--- config.mk ---
export PLATFORM = sky130hd
export DESIGN_NAME = sector_obstacle_zone_tracker
export DESIGN_NICKNAME = d
export VERILOG_FILES = /design/src/hdl/szt_pkg.sv /design/src/hdl/szt_cfg_regs.sv /design/src/hdl/szt_zone_mem.sv /design/src/hdl/szt_result_fifo.sv /design/src/hdl/sector_obstacle_zone_tracker.sv
export VERILOG_INCLUDE_DIRS = /design/src /design/src/hdl
export SDC_FILE = /design/constraint.sdc
export NUM_CORES = 2
export LEC_CHECK = 0
export ABC_AREA = 1
export BUFFER_PORTS_ARGS = -buffer_cell sky130_fd_sc_hd__buf_4
export CORE_ASPECT_RATIO = 0.7
export CORE_UTILIZATION = 51
export DETAILED_ROUTE_END_ITERATION = 8
export GPL_TIMING_DRIVEN = 1
export PLACE_DENSITY = 0.7
export SYNTH_ARGS = -nofsm -noshare
export SYNTH_HDL_FRONTEND = slang
export SYNTH_SLANG_ARGS = --single-unit
--- constraint.sdc ---
create_clock -name i_clk -period 9.2 [get_ports i_clk]
set_clock_uncertainty 0.2 [all_clocks]
set_input_delay 0 -clock i_clk [delete_from_list [all_inputs] [get_ports i_clk]]
set_output_delay 0 -clock i_clk [all_outputs]
set_load 0.01 [all_outputs]
--- src/hdl/assert_macros.svh ---
// ----------------------------------------------------------------------------
// Assertion macros
// Shared concurrent assertion forms, compiled out when ASSERT_OFF is set.
// ----------------------------------------------------------------------------
`ifndef ASSERT_MACROS_SVH
`define ASSERT_MACROS_SVH

`ifndef ASSERT_OFF

// prop must hold at every clock edge outside reset
`define ASSERT_PROP(label, clk, rst_n, prop) \
    label: assert property (@(posedge clk) disable iff (!rst_n) prop) \
        else $error("concurrent assertion failed");

// expr must never be true at a clock edge outside reset
`define ASSERT_NEVER(label, clk, rst_n, expr) \
    label: assert property (@(posedge clk) disable iff (!rst_n) !(expr)) \
        else $error("forbidden condition seen");

`else

`define ASSERT_PROP(label, clk, rst_n, prop)
`define ASSERT_NEVER(label, clk, rst_n, expr)

`endif

`endif

--- src/hdl/szt_pkg.sv ---
// ----------------------------------------------------------------------------
// Sector zone tracker package
// Widths, field positions, sector windows and shared helper functions.
// ----------------------------------------------------------------------------
package szt_pkg;

    localparam int NUM_SECTORS = 12;
    localparam int SEC_W       = $clog2(NUM_SECTORS);
    localparam int ZONE_W      = 4;
    localparam logic [ZONE_W-1:0] ZONE_NONE = 4'd13;
    localparam int NUM_BANDS   = 12;
    localparam int NUM_THR     = NUM_BANDS + 1;

    localparam int QUAL_W   = 6;
    localparam int ANGLE_W  = 15;
    localparam int DIST_W   = 16;
    localparam int OFFSET_W = 16;
    localparam int WIDTH_W  = 14;
    localparam int THR_W    = 18;   // offset + 12 * width fits in 18 bits

    localparam logic [OFFSET_W-1:0] OFFSET_RST = 16'd1120;
    localparam logic [WIDTH_W-1:0]  WIDTH_RST  = 14'd1000;

    // configuration port
    localparam int APB_ADDR_W  = 3;
    localparam int APB_DATA_W  = 32;
    localparam int REG_SEL_BIT = 2;
    localparam logic REG_ZONE_OFFSET = 1'b0;
    localparam logic REG_ZONE_WIDTH  = 1'b1;

    // slave-side tdata: quality, angle, distance
    localparam int QUAL_LSB  = 0;
    localparam int ANGLE_LSB = QUAL_LSB + QUAL_W;
    localparam int DIST_LSB  = ANGLE_LSB + ANGLE_W;
    localparam int S_TDATA_W = 40;

    // master-side tdata: sector, zone, nearest, front, right, back, left
    localparam int M_TDATA_W = 32;
    localparam int RES_W     = M_TDATA_W + 1;

    localparam int FIFO_DEPTH = 8;
    localparam int FIFO_PTR_W = $clog2(FIFO_DEPTH);
    localparam int OCC_W      = $clog2(FIFO_DEPTH + 1);

    typedef enum logic [1:0] {
        SIDE_FRONT,
        SIDE_RIGHT,
        SIDE_BACK,
        SIDE_LEFT
    } t_side;

    typedef struct packed {
        logic              hit;
        logic [SEC_W-1:0]  sector;
        t_side             side;
    } t_sec_hit;

    // read-modify-write request for the sector memory
    typedef struct packed {
        logic              valid;
        logic              clear;
        logic              hit;
        logic [SEC_W-1:0]  sector;
        logic [ZONE_W-1:0] zone;
    } t_mem_req;

    typedef logic [NUM_THR-1:0][THR_W-1:0] t_thr_vec;

    typedef struct packed {
        logic [ANGLE_W-1:0] lo;
        logic [ANGLE_W-1:0] hi;
        logic [SEC_W-1:0]   sector;
        t_side              side;
    } t_window;

    localparam int NUM_WINDOWS = 10;

    // angular windows, both bounds inclusive
    localparam t_window WINDOWS [NUM_WINDOWS] = '{
        '{15'd0,     15'd640,   4'd0,  SIDE_FRONT},
        '{15'd641,   15'd1280,  4'd1,  SIDE_RIGHT},
        '{15'd1281,  15'd2880,  4'd2,  SIDE_RIGHT},
        '{15'd7681,  15'd9600,  4'd4,  SIDE_BACK},
        '{15'd9601,  15'd11520, 4'd5,  SIDE_BACK},
        '{15'd11521, 15'd13440, 4'd6,  SIDE_BACK},
        '{15'd15361, 15'd17280, 4'd7,  SIDE_BACK},
        '{15'd20161, 15'd21440, 4'd9,  SIDE_LEFT},
        '{15'd21441, 15'd22080, 4'd10, SIDE_LEFT},
        '{15'd22081, 15'd22720, 4'd11, SIDE_FRONT}
    };

    function automatic t_sec_hit sector_lookup(input logic [ANGLE_W-1:0] angle);
        t_sec_hit res;
        res.hit    = 1'b0;
        res.sector = '0;
        res.side   = SIDE_FRONT;
        for (int i = 0; i < NUM_WINDOWS; i++) begin
            if (angle >= WINDOWS[i].lo && angle <= WINDOWS[i].hi) begin
                res.hit    = 1'b1;
                res.sector = WINDOWS[i].sector;
                res.side   = WINDOWS[i].side;
            end
        end
        return res;
    endfunction

    // band limits: entry k is offset + k * width
    function automatic t_thr_vec band_limits(input logic [OFFSET_W-1:0] offset,
                                             input logic [WIDTH_W-1:0]  width);
        t_thr_vec lim;
        for (int k = 0; k < NUM_THR; k++) begin
            lim[k] = THR_W'(offset) + THR_W'(width) * THR_W'(k);
        end
        return lim;
    endfunction

endpackage

--- src/hdl/szt_cfg_regs.sv ---
// ----------------------------------------------------------------------------
// Configuration registers
// Zone offset and width registers behind the bus port, plus registered band
// limits derived from them.
// ----------------------------------------------------------------------------
module szt_cfg_regs (
    input  logic                              i_clk,
    input  logic                              i_rst_n,
    input  logic                              psel,
    input  logic                              penable,
    input  logic                              pwrite,
    input  logic [szt_pkg::APB_ADDR_W-1:0]    paddr,
    input  logic [szt_pkg::APB_DATA_W-1:0]    pwdata,
    output logic [szt_pkg::APB_DATA_W-1:0]    prdata,
    output logic                              pready,
    output szt_pkg::t_thr_vec                 o_limits
);
    import szt_pkg::*;

    logic [OFFSET_W-1:0] r_zone_offset;
    logic [WIDTH_W-1:0]  r_zone_width;
    t_thr_vec            r_limits;
    logic                wr_en;
    logic                reg_sel;

    assign pready  = 1'b1;
    assign reg_sel = paddr[REG_SEL_BIT];
    assign wr_en   = psel && penable && pwrite && pready;

    always_ff @(posedge i_clk) begin
        if (!i_rst_n) begin
            r_zone_offset <= OFFSET_RST;
            r_zone_width  <= WIDTH_RST;
        end else if (wr_en) begin
            case (reg_sel)
                REG_ZONE_OFFSET: r_zone_offset <= pwdata[OFFSET_W-1:0];
                REG_ZONE_WIDTH:  r_zone_width  <= pwdata[WIDTH_W-1:0];
                default: ;
            endcase
        end
    end

    // recompute every cycle; the limits are registered from the offset and width registers
    always_ff @(posedge i_clk) begin
        if (!i_rst_n) begin
            r_limits <= band_limits(OFFSET_RST, WIDTH_RST);
        end else begin
            r_limits <= band_limits(r_zone_offset, r_zone_width);
        end
    end

    always_comb begin
        case (reg_sel)
            REG_ZONE_OFFSET: prdata = APB_DATA_W'(r_zone_offset);
            REG_ZONE_WIDTH:  prdata = APB_DATA_W'(r_zone_width);
            default:         prdata = '0;
        endcase
    end

    assign o_limits = r_limits;

endmodule

--- src/hdl/szt_zone_mem.sv ---
// ----------------------------------------------------------------------------
// Sector zone memory
// Last zone per sector in a synchronous RAM, with per-entry valid bits,
// forwarding of the preceding item's write and the nearest-zone compare.
// ----------------------------------------------------------------------------
`include "assert_macros.svh"

module szt_zone_mem (
    input  logic                          i_clk,
    input  logic                          i_rst_n,
    input  logic [szt_pkg::SEC_W-1:0]     i_rd_sector,
    input  szt_pkg::t_mem_req             i_req,
    output logic [szt_pkg::ZONE_W-1:0]    o_nearest
);
    import szt_pkg::*;

    logic [ZONE_W-1:0]      r_mem [NUM_SECTORS];
    logic [ZONE_W-1:0]      r_rd_data;
    logic [NUM_SECTORS-1:0] r_valid;
    logic [NUM_SECTORS-1:0] n_valid;
    logic                   r_fwd_valid;
    logic [SEC_W-1:0]       r_fwd_sector;
    logic [ZONE_W-1:0]      r_fwd_zone;
    logic [ZONE_W-1:0]      prev_zone;
    logic                   wr_en;

    assign wr_en = i_req.valid && i_req.hit;

    always_ff @(posedge i_clk) begin
        if (wr_en) begin
            r_mem[i_req.sector] <= i_req.zone;
        end
        r_rd_data <= r_mem[i_rd_sector];
    end

    // clear first, then mark the entry just written
    always_comb begin
        n_valid = r_valid;
        if (i_req.valid && i_req.clear) begin
            n_valid = '0;
        end
        if (wr_en) begin
            n_valid[i_req.sector] = 1'b1;
        end
    end

    always_ff @(posedge i_clk) begin
        if (!i_rst_n) begin
            r_valid     <= '0;
            r_fwd_valid <= 1'b0;
        end else begin
            r_valid     <= n_valid;
            r_fwd_valid <= wr_en;
        end
        r_fwd_sector <= i_req.sector;
        r_fwd_zone   <= i_req.zone;
    end

    // the read was issued while the previous item was writing: forward it
    always_comb begin
        if (i_req.clear) begin
            prev_zone = ZONE_NONE;
        end else if (r_fwd_valid && r_fwd_sector == i_req.sector) begin
            prev_zone = r_fwd_zone;
        end else if (r_valid[i_req.sector]) begin
            prev_zone = r_rd_data;
        end else begin
            prev_zone = ZONE_NONE;
        end
    end

    assign o_nearest = (i_req.zone < prev_zone) ? i_req.zone : prev_zone;

    `ASSERT_PROP(a_nearest_le_zone, i_clk, i_rst_n, wr_en |-> o_nearest <= i_req.zone)
    `ASSERT_PROP(a_valid_after_write, i_clk, i_rst_n, wr_en |=> r_valid[$past(i_req.sector)])
    `ASSERT_PROP(a_clear_empties, i_clk, i_rst_n, i_req.valid && i_req.clear && !i_req.hit |=> r_valid == '0)
    `ASSERT_PROP(a_fwd_entry_valid, i_clk, i_rst_n, r_fwd_valid |-> r_valid[r_fwd_sector])

endmodule

--- src/hdl/szt_result_fifo.sv ---
// ----------------------------------------------------------------------------
// Result queue
// Small queue with a registered output stage between the pipeline and the
// master-side stream.
// ----------------------------------------------------------------------------
module szt_result_fifo (
    input  logic                          i_clk,
    input  logic                          i_rst_n,
    input  logic                          i_push,
    input  logic [szt_pkg::RES_W-1:0]     i_data,
    output logic                          o_valid,
    output logic [szt_pkg::RES_W-1:0]     o_data,
    input  logic                          i_ready
);
    import szt_pkg::*;

    logic [RES_W-1:0]      r_mem [FIFO_DEPTH];
    logic [FIFO_PTR_W-1:0] r_wr_ptr;
    logic [FIFO_PTR_W-1:0] r_rd_ptr;
    logic [OCC_W-1:0]      r_count;
    logic                  r_out_valid;
    logic [RES_W-1:0]      r_out_data;
    logic                  pop;
    logic                  load;

    assign pop  = r_out_valid && i_ready;
    assign load = (r_count != '0) && (!r_out_valid || pop);

    always_ff @(posedge i_clk) begin
        if (i_push) begin
            r_mem[r_wr_ptr] <= i_data;
        end
        if (load) begin
            r_out_data <= r_mem[r_rd_ptr];
        end
    end

    always_ff @(posedge i_clk) begin
        if (!i_rst_n) begin
            r_wr_ptr    <= '0;
            r_rd_ptr    <= '0;
            r_count     <= '0;
            r_out_valid <= 1'b0;
        end else begin
            if (i_push) begin
                r_wr_ptr <= r_wr_ptr + 1'b1;
            end
            if (load) begin
                r_rd_ptr <= r_rd_ptr + 1'b1;
            end
            r_count <= r_count + OCC_W'(i_push) - OCC_W'(load);
            if (load) begin
                r_out_valid <= 1'b1;
            end else if (pop) begin
                r_out_valid <= 1'b0;
            end
        end
    end

    assign o_valid = r_out_valid;
    assign o_data  = r_out_data;

endmodule

--- src/hdl/sector_obstacle_zone_tracker.sv ---
// ----------------------------------------------------------------------------
// Sector obstacle zone tracker
// Path: stage 1, 2 and 3 registers, then the result queue and its output register.
// Throughput: one measurement per cycle while under 8 transactions are open; the
// sector memory read-modify-write with write forwarding sustains it.
// Reset: synchronous, clears valid bits so every sector reads zone 13,
// clears the four reports to 0 and loads default offset and width.
// ----------------------------------------------------------------------------
module sector_obstacle_zone_tracker (
    input  logic                              i_clk,
    input  logic                              i_rst_n,
    // slave side
    input  logic                              i_s_tvalid,
    output logic                              o_s_tready,
    // [5:0] quality, [20:6] angle_q6, [36:21] range_q2, [39:37] zero
    input  logic [szt_pkg::S_TDATA_W-1:0]     i_s_tdata,
    // [0] start_of_scan
    input  logic [0:0]                        i_s_tuser,
    // master side
    output logic                              o_m_tvalid,
    input  logic                              i_m_tready,
    // [3:0] sector, [7:4] zone, [11:8] nearest_zone, [15:12] front_zone,
    // [19:16] right_zone, [23:20] back_zone, [27:24] left_zone, [31:28] zero
    output logic [szt_pkg::M_TDATA_W-1:0]     o_m_tdata,
    // [0] in_sector
    output logic [0:0]                        o_m_tuser,
    // configuration port
    input  logic                              psel,
    input  logic                              penable,
    input  logic                              pwrite,
    input  logic [szt_pkg::APB_ADDR_W-1:0]    paddr,
    input  logic [szt_pkg::APB_DATA_W-1:0]    pwdata,
    output logic [szt_pkg::APB_DATA_W-1:0]    prdata,
    output logic                              pready
);
    import szt_pkg::*;

    typedef struct packed {
        logic              clear;
        logic              hit;
        logic [SEC_W-1:0]  sector;
        t_side             side;
        logic [DIST_W-1:0] range_q2;
    } t_item;

    // band of a distance: first band whose upper limit reaches it
    function automatic logic [ZONE_W-1:0] band_of(input logic [DIST_W-1:0] d,
                                                  input t_thr_vec lim);
        logic [ZONE_W-1:0] z;
        z = ZONE_NONE;
        for (int k = NUM_BANDS; k >= 1; k--) begin
            if (THR_W'(d) <= lim[k]) begin
                z = ZONE_W'(k);
            end
        end
        if (THR_W'(d) <= lim[0]) begin
            z = ZONE_NONE;
        end
        return z;
    endfunction

    t_thr_vec          limits;
    logic              s_fire;
    logic              m_fire;
    logic [OCC_W-1:0]  r_occ;
    t_sec_hit          dec;
    t_item             in_item;

    logic              r_s1_valid;
    t_item             r_s1;
    logic              r_s2_valid;
    t_item             r_s2;
    logic              r_s3_valid;
    t_item             r_s3;
    logic [ZONE_W-1:0] r_s3_zone;

    t_mem_req          mem_req;
    logic [ZONE_W-1:0] mem_nearest;

    logic [ZONE_W-1:0] r_front;
    logic [ZONE_W-1:0] r_right;
    logic [ZONE_W-1:0] r_back;
    logic [ZONE_W-1:0] r_left;
    logic [ZONE_W-1:0] n_front;
    logic [ZONE_W-1:0] n_right;
    logic [ZONE_W-1:0] n_back;
    logic [ZONE_W-1:0] n_left;
    logic [ZONE_W-1:0] res_zone;
    logic [ZONE_W-1:0] res_nearest;
    logic [RES_W-1:0]  res_word;
    logic [RES_W-1:0]  fifo_data;

    szt_cfg_regs u_cfg (
        .i_clk    (i_clk),
        .i_rst_n  (i_rst_n),
        .psel     (psel),
        .penable  (penable),
        .pwrite   (pwrite),
        .paddr    (paddr),
        .pwdata   (pwdata),
        .prdata   (prdata),
        .pready   (pready),
        .o_limits (limits)
    );

    // Accept only while every open transaction has a queue slot waiting.
    assign s_fire     = i_s_tvalid && o_s_tready;
    assign m_fire     = o_m_tvalid && i_m_tready;
    assign o_s_tready = (r_occ < OCC_W'(FIFO_DEPTH));

    always_ff @(posedge i_clk) begin
        if (!i_rst_n) begin
            r_occ <= '0;
        end else begin
            r_occ <= r_occ + OCC_W'(s_fire) - OCC_W'(m_fire);
        end
    end

    // Stage 1: decode the angle window; a zero quality marks the sample as unused.
    always_comb begin
        dec              = sector_lookup(i_s_tdata[ANGLE_LSB +: ANGLE_W]);
        in_item.clear    = i_s_tuser[0];
        in_item.hit      = dec.hit && (i_s_tdata[QUAL_LSB +: QUAL_W] != '0);
        in_item.sector   = in_item.hit ? dec.sector : '0;
        in_item.side     = dec.side;
        in_item.range_q2 = i_s_tdata[DIST_LSB +: DIST_W];
    end

    // Stage 2 is an extra register so band limits reflect a write made with the
    // accepting edge. Stage 3 holds the band and the memory read data.
    always_ff @(posedge i_clk) begin
        if (!i_rst_n) begin
            r_s1_valid <= 1'b0;
            r_s2_valid <= 1'b0;
            r_s3_valid <= 1'b0;
        end else begin
            r_s1_valid <= s_fire;
            r_s2_valid <= r_s1_valid;
            r_s3_valid <= r_s2_valid;
        end
        r_s1      <= in_item;
        r_s2      <= r_s1;
        r_s3      <= r_s2;
        r_s3_zone <= band_of(r_s2.range_q2, limits);
    end

    // Stage 3: read-modify-write of the sector's last zone.
    always_comb begin
        mem_req.valid  = r_s3_valid;
        mem_req.clear  = r_s3.clear;
        mem_req.hit    = r_s3.hit;
        mem_req.sector = r_s3.sector;
        mem_req.zone   = r_s3_zone;
    end

    szt_zone_mem u_mem (
        .i_clk       (i_clk),
        .i_rst_n     (i_rst_n),
        .i_rd_sector (r_s2.sector),
        .i_req       (mem_req),
        .o_nearest   (mem_nearest)
    );

    // Route the nearest zone to the report its sector feeds.
    always_comb begin
        n_front = r_front;
        n_right = r_right;
        n_back  = r_back;
        n_left  = r_left;
        if (r_s3_valid && r_s3.hit) begin
            case (r_s3.side)
                SIDE_FRONT: n_front = mem_nearest;
                SIDE_RIGHT: n_right = mem_nearest;
                SIDE_BACK:  n_back  = mem_nearest;
                default:    n_left  = mem_nearest;
            endcase
        end
    end

    always_ff @(posedge i_clk) begin
        if (!i_rst_n) begin
            r_front <= '0;
            r_right <= '0;
            r_back  <= '0;
            r_left  <= '0;
        end else begin
            r_front <= n_front;
            r_right <= n_right;
            r_back  <= n_back;
            r_left  <= n_left;
        end
    end

    // Unused samples report zone 13; only a start of scan on one changes state.
    assign res_zone    = r_s3.hit ? r_s3_zone : ZONE_NONE;
    assign res_nearest = r_s3.hit ? mem_nearest : ZONE_NONE;
    assign res_word    = {r_s3.hit, 4'b0000, n_left, n_back, n_right, n_front,
                          res_nearest, res_zone, r_s3.sector};

    szt_result_fifo u_fifo (
        .i_clk   (i_clk),
        .i_rst_n (i_rst_n),
        .i_push  (r_s3_valid),
        .i_data  (res_word),
        .o_valid (o_m_tvalid),
        .o_data  (fifo_data),
        .i_ready (i_m_tready)
    );

    assign o_m_tdata = fifo_data[M_TDATA_W-1:0];
    assign o_m_tuser = fifo_data[RES_W-1 -: 1];

endmodule

==> results.md <==
| Result | Value |
|---|---|
| Result of the run | completed |
| Number of vias in the routed layout | 31600 |
| First-pass iteration count of the detailed router | 5 |
| Cell Pwr Density | 200 mW/mm2 |
| Number of enable-type register cells in the synthesized netlist | 309 |
| Required time of the critical path | 9510 ps |
| Core ar. | 0.0741 mm2 |
| Cell chain of the critical path | buf_4, ha_1, inv_1, fa_1, inv_1, fa_1, ha_1, a21oi_1, inv_1, a31oi_1, o21ai_1, a21boi_1, o21ai_1, a21boi_1, nand2_1, nand2_1, nor2_1 |
| Count of pins over their slew limit | 0 |
| Share of post-route cells with drive strength above 1 | 7.41% |
| Category of the worst setup path launch point | register |
| Max H-tree Level | 3 |
| HPWL after DPL | 71.0 mm |
| Avg Vias per Cell | 5.58 |
| Detailed Route Iter0 Violations | 3354 |
| Kind of capture point of the worst setup path | register |
| Delay of the slowest cell on the worst path | 770 ps |
| Data arrival time of the critical path | 5080 ps |
| Number of global-route vias before repair | 28700 |
| Number of antenna violations at the first check in global routing | 3 |
| Number of stages on the worst hold path | 4 |
| Syn-to-layout area delta | 14.3% |
| CP dominant cell by count | sky130_fd_sc_hd__inv_1 |
| Top cells by area, synth | sky130_fd_sc_hd__edfxtp_1, sky130_fd_sc_hd__dfxtp_1, sky130_fd_sc_hd__ha_1 |
| Vertical extent of the die | 232 um |
| # nets final | 5240 |
| Critical hold path startpoint | pwdata[11] |
| Static Leakage | 0.0201 uW |
| Routed length per instance | 19.1 um |
| Maximum fanout encountered on the critical timing path | 9 |
| Detailed-route DRC error count | 0 |
| Count of cells along the worst register-to-register path | 17 |
| Setup bufs post-CTS | 0 |
| Yosys reg bits | 663 |
| Number of setup violations in the final report | 0 |
| Transition time at the pin with the least slew margin | 1230 ps |
| Wire length reported by the detailed router | 108 mm |
| Share of async-settable or async-resettable flops after synthesis | 0% |
| Share of the clock period used by the worst path after layout | 51.9% |
| Worst setup path category | register to register |
| Clock input transition at the sequential cells of the worst setup and hold paths | 60 ps |
| Synth Warn # | 0 |
| Root Driver | sky130_fd_sc_hd__clkbuf_16 |
| Buffers added on ports | 108 |
| Clk Latency, worst-skew pair | 640 ps |
| Final setup TNS | 0 ps |
| Maximum number of pins on one net before global-route repair | 161 |
| Mapped cell area | 0.0386 mm2 |
| Sink Count | 663 |
| Critical register-to-register path startpoint | u_cfg.r_zone_width[4] |
| # diodes | 0 |
| Routability-driven placement congestion ratio | 0.917 |
| Endpoint with the worst hold slack | u_cfg.r_zone_offset[11] |
| Total power consumption of the routed design | 8830 uW |
| Cells resized by post-CTS repair | 0 |
| Die area | 0.0768 mm2 |
| Classification of the worst-slack hold path | input pin to register |
| Average footprint of a synthesized cell | 8.80 um2 |
| Cell family with most CP delay | adder cells |
| Final Hold Violating Endpoints | 0 |
| Starting utilization of the core area | 52.1% |
| Core Rows | 83 |
| Peak ir drop on the vdd network | 0.140 mV |
| RSZ-0062 raised after global routing | false |
| All-layer global routing usage | 28.3% |
| Number of buffers inserted by hold repair at cts | 120 |
| Wire length of the first global-routing pass | 165 mm |
| Clock tree from TritonCTS | built |
| Top-area cell type share of the netlist area | 24.0% |
| Post-layout minimum cycle time | 4770 ps |
| Max-cap violation count | 0 |
| Total congestion overflow after global routing | 0 |
| Internal reg-to-reg setup slack | 4430 ps |
| Worst slew margin | 17.7% |
| Cell type of the slowest stage on the worst timing path | sky130_fd_sc_hd__dfxtp_1 |
| Capture instance of the worst register-to-register path | u_cfg.o_limits[212] |
| Deepest clock path buffer count | 3 |
| Part of the Yosys area used for sequential elements | 42.4% |
| Critical path buffer and inverter count | 4 |
| CTS Buf Count | 68 |
| Post-synth cell types | 65 |
| Synthesized instance count | 4387 |
| Width of the die | 331 um |
| Largest area contributor in the netlist | sky130_fd_sc_hd__edfxtp_1 |
| Flip-flop cell with the highest count after synthesis | sky130_fd_sc_hd__dfxtp_1 |
| Top achievable clock speed | 0.210 GHz |
| Final antenna-violating net count | 0 |
| # IOs | 151 |
-- worst max-delay path by stage --
stage | startpoint | end | cells after the start | slack [ps]
4_1_cts | u_cfg.r_zone_width[4] | u_cfg.o_limits[212] | 17 | 4520
5_1_grt | u_cfg.r_zone_width[4] | u_cfg.o_limits[212] | 17 | 4140
3_5_place_dp | u_cfg.r_zone_width[4] | u_cfg.o_limits[212] | 17 | 4570
2_1_floorplan | u_cfg.r_zone_width[2] | u_cfg.o_limits[212] | 16 | 5300
3_3_place_gp | u_cfg.r_zone_width[4] | u_cfg.o_limits[212] | 17 | 4610
6_report | u_cfg.r_zone_width[4] | u_cfg.o_limits[212] | 17 | 4430
-- layout by cell type, fill, tap and decap left out, types with 31 or more instances in the layout --
cell type                       count
sky130_fd_sc_hd__inv_1            628
sky130_fd_sc_hd__nand2_1          563
sky130_fd_sc_hd__nor2_1           442
sky130_fd_sc_hd__ha_1             425
sky130_fd_sc_hd__a21oi_1          422
sky130_fd_sc_hd__dfxtp_1          343
sky130_fd_sc_hd__o21ai_0          316
sky130_fd_sc_hd__edfxtp_1         309
sky130_fd_sc_hd__buf_4            151
sky130_fd_sc_hd__nand3_1          127
sky130_fd_sc_hd__dlygate4sd3_1    120
sky130_fd_sc_hd__fa_1             102
sky130_fd_sc_hd__o21ai_1           80
sky130_fd_sc_hd__clkbuf_16         71
sky130_fd_sc_hd__a31oi_1           53
sky130_fd_sc_hd__nor3_1            43
sky130_fd_sc_hd__xor2_1            36
sky130_fd_sc_hd__a21o_1            31
-- flip-flops by register name (all words and copies together) (netlist names), 12 cells and up --
| name | flops |
|---|---|
| u_cfg.r_zone_width | 14 |
| u_cfg.r_zone_offset | 16 |
| r_s2 | 24 |
| u_fifo.o_data | 29 |
| u_cfg.o_limits | 205 |
| r_s1 | 24 |
| u_mem.r_mem | 48 |
| u_fifo.r_mem | 232 |
| u_mem.r_valid | 12 |
-- synthesized netlist by cell type (all sizes together) (43+ instances only) --
| master | instances |
|---|---|
| nor2 | 452 |
| inv | 651 |
| clkbuf | 87 |
| edfxtp | 309 |
| nor3 | 43 |
| o21ai | 396 |
| fa | 102 |
| a31oi | 53 |
| nand2 | 570 |
| nand3 | 133 |
| a21oi | 425 |
| ha | 425 |
| dfxtp | 354 |
-- where the power goes --
group,internal (uW),switching [uW]
clock,1650,1230
combinational,867,1490
sequential,3400,192
-- tightest hold or removal path: stages --
cell                            delay [ps]
sky130_fd_sc_hd__dlygate4sd3_1         540
sky130_fd_sc_hd__buf_4                 110
sky130_fd_sc_hd__o21ai_0                70
sky130_fd_sc_hd__a21oi_1               110
-- metal layers --
| metal | track usage, % | routed length (um) |
|---|---|---|
| met1 | 42.7 | 50900 |
| met2 | 40.2 | 43700 |
| met3 | 6.34 | 10900 |
| met4 | 7.68 | 2810 |
| met5 | 0 | 0 |
-- cell families (layout without fill, tap and decap cells) --
group | after synthesis | count (layout) | synth area share [%]
adder cells (fa/ha/maj) | 527 | 527 | 19.1
multiplexers | 6 | 6 | 0.156
buffers and inverters | 773 | 1053 | 7.78
other | 2 | 21 | 0.0195
XOR/XNOR | 54 | 54 | 1.23
AND/OR/NAND/NOR | 1306 | 1306 | 14.2
flip-flops | 663 | 663 | 42.4
AO/OA/AOI/OAI | 1056 | 1056 | 15.1
-- stage by stage --
stage                     std cells  util [%]  worst slack, ps  area [um2]  hold WS [ps]
after floorplan                4406         -             5300       38700          -172
after global placement         5417      54.7             4610       40600         -95.1
after detailed placement       5417      54.7             4570       40600         -94.4
after CTS                      5663      59.5             4520       44100          1.92
after global routing           5663      59.5             4140       44100          12.9
final                          5663      59.5             4430       44100          28.7
-- layout make-up --
type                            instances  area, um2
Multi-Input combinational cell       2970      19400
Clock buffer                           90       1940
Sequential cell                       663      16400
Clock inverter                         36        390
Inverter                              654       2460
Tap cell                              977       1220
Fill cell                            6350      30000
Timing Repair Buffer                  273       2370
Power figures use the tool's default switching activity.
